--- config.mk ---
export PLATFORM = sky130hd
export DESIGN_NAME = pi_speed_controller_duty
export DESIGN_NICKNAME = d
export VERILOG_FILES = /design/src/rtl/core/psc_pkg.sv /design/src/rtl/core/psc_regs.sv /design/src/rtl/core/psc_front.sv /design/src/rtl/core/psc_queue.sv /design/src/rtl/core/psc_back.sv /design/src/rtl/core/pi_speed_controller_duty.sv
export SDC_FILE = /design/constraint.sdc
export NUM_CORES = 2
export LEC_CHECK = 0
export BUFFER_PORTS_ARGS = -buffer_cell sky130_fd_sc_hd__buf_2
export CAP_MARGIN = 20
export CORE_ASPECT_RATIO = 2
export CORE_MARGIN = 3
export CORE_UTILIZATION = 30
export DETAILED_ROUTE_END_ITERATION = 16
export GPL_TIMING_DRIVEN = 0
export MAX_ROUTING_LAYER = met4
export PLACE_DENSITY_LB_ADDON = 0.3
export RECOVER_POWER = 25
export SKIP_CTS_REPAIR_TIMING = 1
export SLEW_MARGIN = 30
export SYNTH_ARGS = -nofsm -noshare
export SYNTH_HDL_FRONTEND = slang
export SYNTH_SLANG_ARGS = --single-unit
--- constraint.sdc ---
create_clock -name clk -period 13.7 [get_ports clk]
set_input_delay 2.055 -clock clk [delete_from_list [all_inputs] [get_ports clk]]
set_output_delay 2.055 -clock clk [all_outputs]
set_load 0.05 [all_outputs]
--- src/rtl/core/psc_pkg.sv ---
// shared types and fixed-point constants of the pi speed controller
package psc_pkg;

    localparam int APB_ADDR_W = 4;
    localparam int APB_DATA_W = 32;

    localparam int KP_W    = 20;
    localparam int KI_W    = 20;
    localparam int STEP_W  = 32;
    localparam int LIMIT_W = 12;
    localparam int TORQUE_W = 12;
    localparam int DAC_W   = 12;

    localparam logic [KP_W-1:0]    KP_RESET    = 20'd3277;
    localparam logic [KI_W-1:0]    KI_RESET    = 20'd3277;
    localparam logic [STEP_W-1:0]  STEP_RESET  = 32'd85899;
    localparam logic [LIMIT_W-1:0] LIMIT_RESET = 12'd2000;

    // shared multiplier: signed a by signed b
    localparam int MUL_A_W = 33;
    localparam int MUL_B_W = 22;
    localparam int PROD_W  = MUL_A_W + MUL_B_W;

    // error q12.8, integral q12.24, duty q24
    localparam int ERR_W      = 21;
    localparam int ERR_SH     = 8;
    localparam int ERR_MAX    = 2**20 - 1;
    localparam int ERR_MIN    = -(2**20);
    localparam int SUM_W      = ERR_W + 1;
    localparam int INT_W      = 37;
    localparam int INT_SPLIT  = 18;
    localparam int INTS_W     = 39;
    localparam int STEP_SH    = 17;
    localparam int STEPV_W    = PROD_W - STEP_SH;
    localparam int KIACC_W    = 58;
    localparam int KI_SH      = 16;
    localparam int DUTY_W     = 43;
    localparam int DUTYX_SH   = 14;
    localparam int DUTYX_W    = 17;
    localparam int DAC_SHIFT  = 26;

    localparam logic [14:0] SCALE_Q16 = 15'd19202;
    // ceil(2^26/25): duty/409600 = (duty>>14)/25
    localparam logic [21:0] DAC_RECIP = 22'd2684355;
    localparam logic signed [DUTY_W-1:0] DUTY_FULL = 43'sd1677721600;

    typedef enum logic [1:0] {
        REG_KP    = 2'd0,
        REG_KI    = 2'd1,
        REG_STEP  = 2'd2,
        REG_LIMIT = 2'd3
    } reg_idx_t;

    typedef struct packed {
        logic [KP_W-1:0]    kp;
        logic [KI_W-1:0]    ki;
        logic [STEP_W-1:0]  int_step;
        logic [LIMIT_W-1:0] int_limit;
    } cfg_t;

    typedef enum logic [3:0] {
        BK_IDLE,
        BK_ERR_SAT,
        BK_STEP_MUL,
        BK_INTEG,
        BK_KI_HI,
        BK_KI_LO,
        BK_KI_SUM,
        BK_DUTY,
        BK_DAC_MUL,
        BK_DONE
    } bk_state_t;

    typedef enum logic [2:0] {
        MS_NONE,
        MS_ERR,
        MS_STEP,
        MS_KP,
        MS_KI_HI,
        MS_KI_LO,
        MS_DAC
    } mul_sel_t;

endpackage

--- src/rtl/core/psc_regs.sv ---
// apb configuration registers of the pi speed controller
module psc_regs (
    input  logic                             clk,
    input  logic                             rst_n,
    input  logic                             psel,
    input  logic                             penable,
    input  logic                             pwrite,
    input  logic [psc_pkg::APB_ADDR_W-1:0]   paddr,
    input  logic [psc_pkg::APB_DATA_W-1:0]   pwdata,
    output logic [psc_pkg::APB_DATA_W-1:0]   prdata,
    output logic                             pready,
    output psc_pkg::cfg_t                    cfg
);
    import psc_pkg::*;

    cfg_t     cfg_reg;
    reg_idx_t idx;
    logic     wr_en;

    assign idx    = reg_idx_t'(paddr[3:2]);
    assign wr_en  = psel && penable && pwrite;
    assign pready = 1'b1;
    assign cfg    = cfg_reg;

    always_ff @(posedge clk or negedge rst_n)
    begin
        if (!rst_n)
        begin
            cfg_reg.kp        <= KP_RESET;
            cfg_reg.ki        <= KI_RESET;
            cfg_reg.int_step  <= STEP_RESET;
            cfg_reg.int_limit <= LIMIT_RESET;
        end
        else if (wr_en)
        begin
            unique case (idx)
                REG_KP:    cfg_reg.kp        <= pwdata[KP_W-1:0];
                REG_KI:    cfg_reg.ki        <= pwdata[KI_W-1:0];
                REG_STEP:  cfg_reg.int_step  <= pwdata[STEP_W-1:0];
                REG_LIMIT: cfg_reg.int_limit <= pwdata[LIMIT_W-1:0];
                default:   cfg_reg.kp        <= cfg_reg.kp;
            endcase
        end
    end

    always_comb
    begin
        unique case (idx)
            REG_KP:    prdata = APB_DATA_W'(cfg_reg.kp);
            REG_KI:    prdata = APB_DATA_W'(cfg_reg.ki);
            REG_STEP:  prdata = APB_DATA_W'(cfg_reg.int_step);
            REG_LIMIT: prdata = APB_DATA_W'(cfg_reg.int_limit);
            default:   prdata = '0;
        endcase
    end

endmodule

--- src/rtl/core/psc_front.sv ---
// input side: arming on the pwm pin and forwarding of armed samples
module psc_front #(
    parameter int ADC_BITS = 12,
    parameter int IN_W     = 40,
    parameter int Q_W      = 25
) (
    input  logic            clk,
    input  logic            rst_n,
    input  logic            s_tvalid,
    output logic            s_tready,
    input  logic [IN_W-1:0] s_tdata,
    input  logic            s_tuser,
    input  logic            q_full,
    output logic            q_push,
    output logic [Q_W-1:0]  q_data
);
    import psc_pkg::*;

    localparam int DIFF_W = ADC_BITS + 1;

    logic                     saw_low_reg, saw_low_next;
    logic                     armed_reg, armed_next;
    logic                     take;
    logic [ADC_BITS-1:0]      speed, ref_c;
    logic [TORQUE_W-1:0]      torque;
    logic signed [DIFF_W-1:0] diff;

    assign speed  = s_tdata[ADC_BITS-1:0];
    assign ref_c  = s_tdata[2*ADC_BITS-1:ADC_BITS];
    assign torque = s_tdata[2*ADC_BITS+TORQUE_W-1:2*ADC_BITS];
    assign diff   = $signed({1'b0, ref_c}) - $signed({1'b0, speed});

    assign s_tready = !q_full;
    assign take     = s_tvalid && s_tready;
    // the item that arms is consumed by arming
    assign q_push   = take && armed_reg;
    assign q_data   = {torque, diff};

    always_comb
    begin
        saw_low_next = saw_low_reg;
        armed_next   = armed_reg;
        if (take && !armed_reg)
        begin
            if (saw_low_reg)
                armed_next = s_tuser;
            else
                saw_low_next = !s_tuser;
        end
    end

    always_ff @(posedge clk or negedge rst_n)
    begin
        if (!rst_n)
        begin
            saw_low_reg <= 1'b0;
            armed_reg   <= 1'b0;
        end
        else
        begin
            saw_low_reg <= saw_low_next;
            armed_reg   <= armed_next;
        end
    end

    a_push_armed: assert property (@(posedge clk) disable iff (!rst_n)
        q_push |-> armed_reg)
        else $error("sample queued before arming");

    a_armed_sticky: assert property (@(posedge clk) disable iff (!rst_n)
        !$fell(armed_reg))
        else $error("armed dropped without reset");

endmodule

--- src/rtl/core/psc_queue.sv ---
// short queue of armed samples between front and back
module psc_queue #(
    parameter int DATA_W = 25,
    parameter int DEPTH  = 2
) (
    input  logic              clk,
    input  logic              rst_n,
    input  logic              push,
    input  logic [DATA_W-1:0] push_data,
    input  logic              pop,
    output logic [DATA_W-1:0] pop_data,
    output logic              full,
    output logic              empty
);
    localparam int PTR_W = (DEPTH > 1) ? $clog2(DEPTH) : 1;
    localparam int CNT_W = $clog2(DEPTH + 1);

    logic [DATA_W-1:0] slot_reg [DEPTH];
    logic [PTR_W-1:0]  wr_ptr_reg, wr_ptr_next;
    logic [PTR_W-1:0]  rd_ptr_reg, rd_ptr_next;
    logic [CNT_W-1:0]  count_reg, count_next;

    assign full     = (count_reg == CNT_W'(DEPTH));
    assign empty    = (count_reg == '0);
    assign pop_data = slot_reg[rd_ptr_reg];

    always_comb
    begin
        wr_ptr_next = wr_ptr_reg;
        rd_ptr_next = rd_ptr_reg;
        count_next  = count_reg;
        if (push)
            wr_ptr_next = (wr_ptr_reg == PTR_W'(DEPTH - 1)) ? '0 : wr_ptr_reg + 1'b1;
        if (pop)
            rd_ptr_next = (rd_ptr_reg == PTR_W'(DEPTH - 1)) ? '0 : rd_ptr_reg + 1'b1;
        if (push && !pop)
            count_next = count_reg + 1'b1;
        else if (pop && !push)
            count_next = count_reg - 1'b1;
    end

    always_ff @(posedge clk or negedge rst_n)
    begin
        if (!rst_n)
        begin
            wr_ptr_reg <= '0;
            rd_ptr_reg <= '0;
            count_reg  <= '0;
        end
        else
        begin
            wr_ptr_reg <= wr_ptr_next;
            rd_ptr_reg <= rd_ptr_next;
            count_reg  <= count_next;
        end
    end

    always_ff @(posedge clk)
    begin
        if (push)
            slot_reg[wr_ptr_reg] <= push_data;
    end

    a_no_overflow: assert property (@(posedge clk) disable iff (!rst_n)
        !(push && full))
        else $error("push into full queue");

    a_no_underflow: assert property (@(posedge clk) disable iff (!rst_n)
        !(pop && empty))
        else $error("pop from empty queue");

endmodule

--- src/rtl/core/psc_back.sv ---
// back side: pi arithmetic on one shared multiplier and the result register
module psc_back #(
    parameter int ADC_BITS = 12,
    parameter int Q_W      = 25
) (
    input  logic                          clk,
    input  logic                          rst_n,
    input  psc_pkg::cfg_t                 cfg,
    input  logic                          q_empty,
    input  logic [Q_W-1:0]                q_data,
    output logic                          q_pop,
    output logic                          m_tvalid,
    input  logic                          m_tready,
    output logic [psc_pkg::DAC_W-1:0]     duty_dac,
    output logic [psc_pkg::TORQUE_W-1:0]  torque_dac,
    output logic                          duty_clamped
);
    import psc_pkg::*;

    localparam int DIFF_W = ADC_BITS + 1;
    localparam int ERRP_W = PROD_W - ERR_SH;
    localparam logic signed [ERRP_W-1:0] ERR_HI = ERRP_W'(ERR_MAX);
    localparam logic signed [ERRP_W-1:0] ERR_LO = ERRP_W'(ERR_MIN);

    bk_state_t state_reg, state_next;
    mul_sel_t  mul_sel;
    logic      out_load;

    logic signed [MUL_A_W-1:0] mul_a;
    logic signed [MUL_B_W-1:0] mul_b;
    logic signed [PROD_W-1:0]  prod_reg;

    logic signed [DIFF_W-1:0]  head_diff;
    logic [TORQUE_W-1:0]       head_torque;

    logic [TORQUE_W-1:0]       torque_reg;
    logic signed [ERR_W-1:0]   err_reg;
    logic signed [ERR_W-1:0]   prev_error_reg;
    logic signed [SUM_W-1:0]   sum_reg;
    logic signed [INT_W-1:0]   integral_reg;
    logic signed [DUTY_W-1:0]  acc_reg;
    logic signed [KIACC_W-1:0] kiacc_reg;
    logic [DUTYX_W-1:0]        duty_x_reg;
    logic                      clamped_reg;

    logic                      m_tvalid_reg;
    logic [DAC_W-1:0]          duty_dac_reg;
    logic [TORQUE_W-1:0]       torque_dac_reg;
    logic                      duty_clamped_reg;

    logic signed [ERRP_W-1:0]  err_wide;
    logic signed [ERR_W-1:0]   err_sat;
    logic signed [STEPV_W-1:0] step_val;
    logic signed [INTS_W-1:0]  lim, integ_sum, integ_clamp;
    logic signed [DUTY_W-1:0]  duty, duty_c;
    logic                      duty_hit;
    logic [DAC_W:0]            dac_q;
    logic [DAC_W-1:0]          dac_val;

    assign head_diff   = $signed(q_data[DIFF_W-1:0]);
    assign head_torque = q_data[DIFF_W+TORQUE_W-1:DIFF_W];

    // next state
    always_comb
    begin
        state_next = state_reg;
        unique case (state_reg)
            BK_IDLE:     if (!q_empty) state_next = BK_ERR_SAT;
            BK_ERR_SAT:  state_next = BK_STEP_MUL;
            BK_STEP_MUL: state_next = BK_INTEG;
            BK_INTEG:    state_next = BK_KI_HI;
            BK_KI_HI:    state_next = BK_KI_LO;
            BK_KI_LO:    state_next = BK_KI_SUM;
            BK_KI_SUM:   state_next = BK_DUTY;
            BK_DUTY:     state_next = BK_DAC_MUL;
            BK_DAC_MUL:  state_next = BK_DONE;
            BK_DONE:     if (!m_tvalid_reg || m_tready) state_next = BK_IDLE;
            default:     state_next = BK_IDLE;
        endcase
    end

    // control outputs
    always_comb
    begin
        q_pop    = 1'b0;
        out_load = 1'b0;
        mul_sel  = MS_NONE;
        unique case (state_reg)
            BK_IDLE:
            begin
                q_pop   = !q_empty;
                mul_sel = MS_ERR;
            end
            BK_STEP_MUL: mul_sel = MS_STEP;
            BK_INTEG:    mul_sel = MS_KP;
            BK_KI_HI:    mul_sel = MS_KI_HI;
            BK_KI_LO:    mul_sel = MS_KI_LO;
            BK_DAC_MUL:  mul_sel = MS_DAC;
            BK_DONE:     out_load = !m_tvalid_reg || m_tready;
            default:     mul_sel = MS_NONE;
        endcase
    end

    // shared multiplier operands
    always_comb
    begin
        unique case (mul_sel)
            MS_ERR:
            begin
                mul_a = MUL_A_W'(head_diff);
                mul_b = $signed(MUL_B_W'(SCALE_Q16));
            end
            MS_STEP:
            begin
                mul_a = $signed({1'b0, cfg.int_step});
                mul_b = MUL_B_W'(sum_reg);
            end
            MS_KP:
            begin
                mul_a = $signed(MUL_A_W'(cfg.kp));
                mul_b = MUL_B_W'(err_reg);
            end
            MS_KI_HI:
            begin
                mul_a = MUL_A_W'($signed(integral_reg[INT_W-1:INT_SPLIT]));
                mul_b = $signed(MUL_B_W'(cfg.ki));
            end
            MS_KI_LO:
            begin
                mul_a = $signed(MUL_A_W'(integral_reg[INT_SPLIT-1:0]));
                mul_b = $signed(MUL_B_W'(cfg.ki));
            end
            MS_DAC:
            begin
                mul_a = $signed(MUL_A_W'(DAC_RECIP));
                mul_b = $signed(MUL_B_W'(duty_x_reg));
            end
            default:
            begin
                mul_a = '0;
                mul_b = '0;
            end
        endcase
    end

    // datapath arithmetic around the product register
    always_comb
    begin
        err_wide = prod_reg[PROD_W-1:ERR_SH];
        if (err_wide > ERR_HI)
            err_sat = ERR_HI[ERR_W-1:0];
        else if (err_wide < ERR_LO)
            err_sat = ERR_LO[ERR_W-1:0];
        else
            err_sat = err_wide[ERR_W-1:0];

        step_val  = prod_reg[PROD_W-1:STEP_SH];
        lim       = $signed({3'b000, cfg.int_limit, 24'd0});
        integ_sum = INTS_W'(integral_reg) + INTS_W'(step_val);
        if (integ_sum > lim)
            integ_clamp = lim;
        else if (integ_sum < -lim)
            integ_clamp = -lim;
        else
            integ_clamp = integ_sum;

        duty     = acc_reg + DUTY_W'($signed(kiacc_reg[KIACC_W-1:KI_SH]));
        duty_hit = 1'b0;
        if (duty > DUTY_FULL)
        begin
            duty_c   = DUTY_FULL;
            duty_hit = 1'b1;
        end
        else if (duty < 0)
        begin
            duty_c   = '0;
            duty_hit = 1'b1;
        end
        else
            duty_c = duty;

        // quotient is at most 4096 here
        dac_q   = prod_reg[DAC_SHIFT+DAC_W:DAC_SHIFT];
        dac_val = dac_q[DAC_W] ? {DAC_W{1'b1}} : dac_q[DAC_W-1:0];
    end

    always_ff @(posedge clk or negedge rst_n)
    begin
        if (!rst_n)
        begin
            state_reg      <= BK_IDLE;
            prev_error_reg <= '0;
            integral_reg   <= '0;
            m_tvalid_reg   <= 1'b0;
        end
        else
        begin
            state_reg <= state_next;
            if (state_reg == BK_STEP_MUL)
                prev_error_reg <= err_reg;
            if (state_reg == BK_INTEG)
                integral_reg <= integ_clamp[INT_W-1:0];
            if (out_load)
                m_tvalid_reg <= 1'b1;
            else if (m_tready)
                m_tvalid_reg <= 1'b0;
        end
    end

    always_ff @(posedge clk)
    begin
        // product holds between uses, so the dac quotient survives a stalled done step
        if (mul_sel != MS_NONE)
            prod_reg <= PROD_W'(mul_a) * PROD_W'(mul_b);
        if (q_pop)
            torque_reg <= head_torque;
        if (state_reg == BK_ERR_SAT)
        begin
            err_reg <= err_sat;
            sum_reg <= SUM_W'(prev_error_reg) + SUM_W'(err_sat);
        end
        if (state_reg == BK_KI_HI)
            acc_reg <= prod_reg[DUTY_W-1:0];
        if (state_reg == BK_KI_LO)
            kiacc_reg <= KIACC_W'(prod_reg) <<< INT_SPLIT;
        if (state_reg == BK_KI_SUM)
            kiacc_reg <= kiacc_reg + KIACC_W'(prod_reg);
        if (state_reg == BK_DUTY)
        begin
            duty_x_reg  <= duty_c[DUTYX_SH+DUTYX_W-1:DUTYX_SH];
            clamped_reg <= duty_hit;
        end
        if (out_load)
        begin
            duty_dac_reg     <= dac_val;
            torque_dac_reg   <= torque_reg;
            duty_clamped_reg <= clamped_reg;
        end
    end

    assign m_tvalid     = m_tvalid_reg;
    assign duty_dac     = duty_dac_reg;
    assign torque_dac   = torque_dac_reg;
    assign duty_clamped = duty_clamped_reg;

    a_load_from_done: assert property (@(posedge clk) disable iff (!rst_n)
        $rose(m_tvalid_reg) |-> $past(state_reg == BK_DONE))
        else $error("result word raised outside the done step");

endmodule

--- src/rtl/core/pi_speed_controller_duty.sv ---
// top level of the pi speed controller producing a duty dac code
//
//  channel  dir  handshake                 contents
//  s_*      in   s_tvalid / s_tready       sample word: speed, reference, torque codes, pin
//  m_*      out  m_tvalid / m_tready       result word: duty and torque dac codes, clamp flag
//  apb      in   psel & penable & pwrite   kp, ki, int_step, int_limit at 0x0/0x4/0x8/0xc
//
// an armed sample runs through the back end states before the next is popped; the one
// 33x22 multiplier is used six times per sample. samples before arming are not queued.
// reset clears arming state, error history and integral, and loads register defaults.
// a two-word queue sits between input and arithmetic, so the input takes words until
// the queue is full while a result waits in the output register for m_tready.
module pi_speed_controller_duty #(
    parameter int ADC_BITS = 12
) (
    input  logic                             clk,
    input  logic                             rst_n,
    input  logic                             s_tvalid,
    output logic                             s_tready,
    // speed_code, ref_code, torque_code, zero pad (from bit 0)
    input  logic [((2*ADC_BITS+12+7)/8)*8-1:0] s_tdata,
    // pwm_pin
    input  logic                             s_tuser,
    output logic                             m_tvalid,
    input  logic                             m_tready,
    // duty_dac, torque_dac (from bit 0)
    output logic [23:0]                      m_tdata,
    // duty_clamped
    output logic                             m_tuser,
    input  logic                             psel,
    input  logic                             penable,
    input  logic                             pwrite,
    input  logic [psc_pkg::APB_ADDR_W-1:0]   paddr,
    input  logic [psc_pkg::APB_DATA_W-1:0]   pwdata,
    output logic [psc_pkg::APB_DATA_W-1:0]   prdata,
    output logic                             pready
);
    import psc_pkg::*;

    localparam int IN_W  = ((2*ADC_BITS + TORQUE_W + 7) / 8) * 8;
    localparam int Q_W   = ADC_BITS + 1 + TORQUE_W;

    cfg_t             cfg;
    logic             q_push, q_pop, q_full, q_empty;
    logic [Q_W-1:0]   q_in, q_out;
    logic [DAC_W-1:0] duty_dac;
    logic [TORQUE_W-1:0] torque_dac;

    psc_regs u_regs (
        .clk     (clk),
        .rst_n   (rst_n),
        .psel    (psel),
        .penable (penable),
        .pwrite  (pwrite),
        .paddr   (paddr),
        .pwdata  (pwdata),
        .prdata  (prdata),
        .pready  (pready),
        .cfg     (cfg)
    );

    psc_front #(
        .ADC_BITS (ADC_BITS),
        .IN_W     (IN_W),
        .Q_W      (Q_W)
    ) u_front (
        .clk      (clk),
        .rst_n    (rst_n),
        .s_tvalid (s_tvalid),
        .s_tready (s_tready),
        .s_tdata  (s_tdata),
        .s_tuser  (s_tuser),
        .q_full   (q_full),
        .q_push   (q_push),
        .q_data   (q_in)
    );

    psc_queue #(
        .DATA_W (Q_W),
        .DEPTH  (2)
    ) u_queue (
        .clk       (clk),
        .rst_n     (rst_n),
        .push      (q_push),
        .push_data (q_in),
        .pop       (q_pop),
        .pop_data  (q_out),
        .full      (q_full),
        .empty     (q_empty)
    );

    psc_back #(
        .ADC_BITS (ADC_BITS),
        .Q_W      (Q_W)
    ) u_back (
        .clk          (clk),
        .rst_n        (rst_n),
        .cfg          (cfg),
        .q_empty      (q_empty),
        .q_data       (q_out),
        .q_pop        (q_pop),
        .m_tvalid     (m_tvalid),
        .m_tready     (m_tready),
        .duty_dac     (duty_dac),
        .torque_dac   (torque_dac),
        .duty_clamped (m_tuser)
    );

    assign m_tdata = {torque_dac, duty_dac};

endmodule

==> impl_results.md <==
- Clock buffer depth: 3
- Reg clk slew, reported paths: roughly 0.070 ns
- WP data arrival: between 10 and 15 ns
- Area Overhead vs Synth: 10.9%
- YS warnings: 0
- Vias per cell: 5.24
- Worst-Margin Slew: around 4.7 ns
- Worst path buffer plus inverter count: 7
- Yosys top cell by area: fa_1
- Die height: about 600 µm
- Final critical-path share of the clock period: a little over nine tenths
- H-tree Lvls: 2
- CP Launch Type: flop
- Most common cell after layout, fill and taps aside: inv_1
- Via count: between 40k and 50k
- First-pass GRT wire length: 312 mm
- Critical Path RT: between 10 and 15 ns
- Failing checks: capacitance limit, slew limit
- Max-slew headroom: -216%
- Remaining DRCs: 0
- DIE WIDTH: roughly 300 µm
- GR Util met3: about 2.6%
- Max Cap Viol: 4
- Mapped Area: ~52000 µm²
- Post-synth EDFFs: a little over 300
- Cell count after synthesis: around 5.4k
- Post-Route WL: around 220 mm
- Initial antenna violation count: 12
- CTS buffer count: 45
- Crit path top cell by count: fa_1
- Met1 Usage GRT: 21.3%
- I/O Pins: between 100 and 150
- Drt first pass iters: 8
- GPL Wtd Cong: a little over 1
- Area contributors post-synth: fa_1, edfxtp_1, ha_1
- Yosys cell types: about 100
- Synth Area per Inst: about 9.7 µm²
- Post-placement cell area: approximately 57000 µm²
- Nets: between 6k and 7k
- Tmin final: 13.22 ns
- Final core occ: 33.6%
- WL per Instance: between 20 and 30 µm
- Num Clock Sinks: approximately 460
- Async SR Flop Fraction: between 30% and 40%
- Critical path's top delay family: adder cells
- Register area share after synthesis: about a quarter
- Fin cells: 7973
- FF-to-FF setup slack: 0.48 ns
- Die area: around 180000 µm²
- DR iter-0 viols: ~2.7k
- Crit Path Class: reg2reg
- Most frequent cells in the layout: inv_1, fa_1, nand2_1
- Port bufs: 134
- Num rows: ~220
- Design Area, Final: a little under 60000 µm²
- Slowest stage delay, CP: roughly 0.87 ns
- Layout cells sized above 1: around 9%
- GRT Total Usage: around a quarter
- Grt peak-use layer: met2
- Root Buffer Master: clkbuf_16
- RSZ-0062 raised after global routing: no
- Yosys reg bits: about 460
- GR Util met2: 45.2%
- Max reg flops: 84
- Starting Density: 30.2%
- Slowest cell on crit path: clkbuf_1
- Achievable Freq: 0.0756 GHz
- Dpl cells: 7882
- Number of global-route vias before repair: 45.4k
- Final ANT Viol Nets: 0
- Core area: about 170000 µm²
- Layout Skew: about 0.048 ns
- Status: complete, but fails checks
- Yosys top cell area share: ~28%
- FILL cells: about 18k
- HP Class: reg2reg
- Fin. Hold Viols: 0
- Largest net degree at the start of global routing: 79
- CP endpoint kind: flop
- Dpl hpwl: 187 mm
- # setup viols final: 0
- Synth Flop Type: edfxtp_1
- Crit Path Max Fanout: 10
- CTS tree: yes
- Worst-Skew Late Latency: between 0.6 and 0.7 ns
- Fin. max-slew vios: between 100 and 150
- Grt ovf: 0
stage by stage:
step	hold slack, ns	setup WS [ns]	TNS (ns)
3_3_place_gp	0.404	-0.786	-3.35
5_1_grt	0.431	0.199	0
6_report	0.421	0.476	0
4_1_cts	0.422	0.228	0
2_1_floorplan	0.400	3.37	0
3_5_place_dp	0.407	0.259	0
final timing paths:
path | startpoint | endpoint | cells after the start
max in group asynchronous | rst_n | u_regs.cfg[45] | 2
worst min register to register | u_back.torque_reg[8] | u_back.torque_dac[8] | 0
worst max-delay path | u_back.state_reg[2] | u_back.prod_reg[54] | 34
min in group asynchronous | rst_n | u_regs.cfg[11] | 1
worst max register to register | u_back.state_reg[2] | u_back.prod_reg[54] | 34
worst min-delay path | u_back.torque_reg[8] | u_back.torque_dac[8] | 0
final cells by class:
type	count	area, µm²	area share, %
inverter	847	3180	5.47
sequential	457	13000	22.4
clock buffer	53	1220	2.10
buffer	224	900	1.55
antenna	9	22.5	0.0387
multi-input combinational	3902	35500	61.1
clock inverter	29	363	0.624
timing repair buffer	163	1070	1.85
tap	2289	2860	4.93
cell usage after synthesis, types with 10 or more instances:
library cell,instances
inv_1,846
fa_1,726
nand2_1,722
nor2_1,452
ha_1,356
edfxtp_1,304
a21oi_1,228
clkbuf_1,202
o21ai_0,177
xnor2_1,130
a21o_1,124
mux2_2,124
dfrtp_1,123
xor2_1,79
nand3_1,60
nand4_1,48
nor3_1,43
and3_1,39
nand2b_1,38
o21a_1,38
a22oi_1,36
nor2b_1,35
and2_1,31
dfstp_2,30
mux2i_1,27
or2_2,27
o21bai_1,26
a31oi_1,22
a22o_1,18
nor4_1,18
a211oi_1,17
o211ai_1,17
o21ai_1,16
o31ai_1,16
and4_1,15
nor3b_1,14
a221oi_1,12
buf_1,12
mux4_2,12
or3_1,12
a31o_2,11
a21boi_0,10
worst register-to-register path, delay by kind of cell, from the launching register on:
family | cells | cell delay [ns]
adders and majority gates | 8 | 4.28
and+or+nand+nor | 12 | 3.68
xor gates and xnor gates | 1 | 0.12
AOI/OAI and AO/OA | 6 | 1.96
buffers and inverters | 7 | 2.51
DFF | 1 | 0.40
cells by family (layout without fill, tap and decap cells):
| logic type | Yosys count | count (layout) | synth area share, % |
|---|---|---|---|
| simple gates | 1587 | 1587 | 13.4 |
| fa+ha+maj | 1082 | 1082 | 36.2 |
| buf+inv | 1071 | 1316 | 7.72 |
| compound gates | 859 | 859 | 10.7 |
| flops | 457 | 457 | 24.8 |
| xor+xnor | 209 | 209 | 3.49 |
| mux | 163 | 163 | 3.70 |
| other cells | 1 | 11 | 0.00716 |
metal layers:
metal	wire, µm	part of all wire (%)	vias up
met5	0	0	-
met4	31300	14	0
met3	7970	3.6	862
met2	116000	53	1499
met1	65200	30	21200
li1	-	-	18200
Power is not shown: default switching activity piles up to over one toggle a cycle in this logic, so the estimate is an artifact.
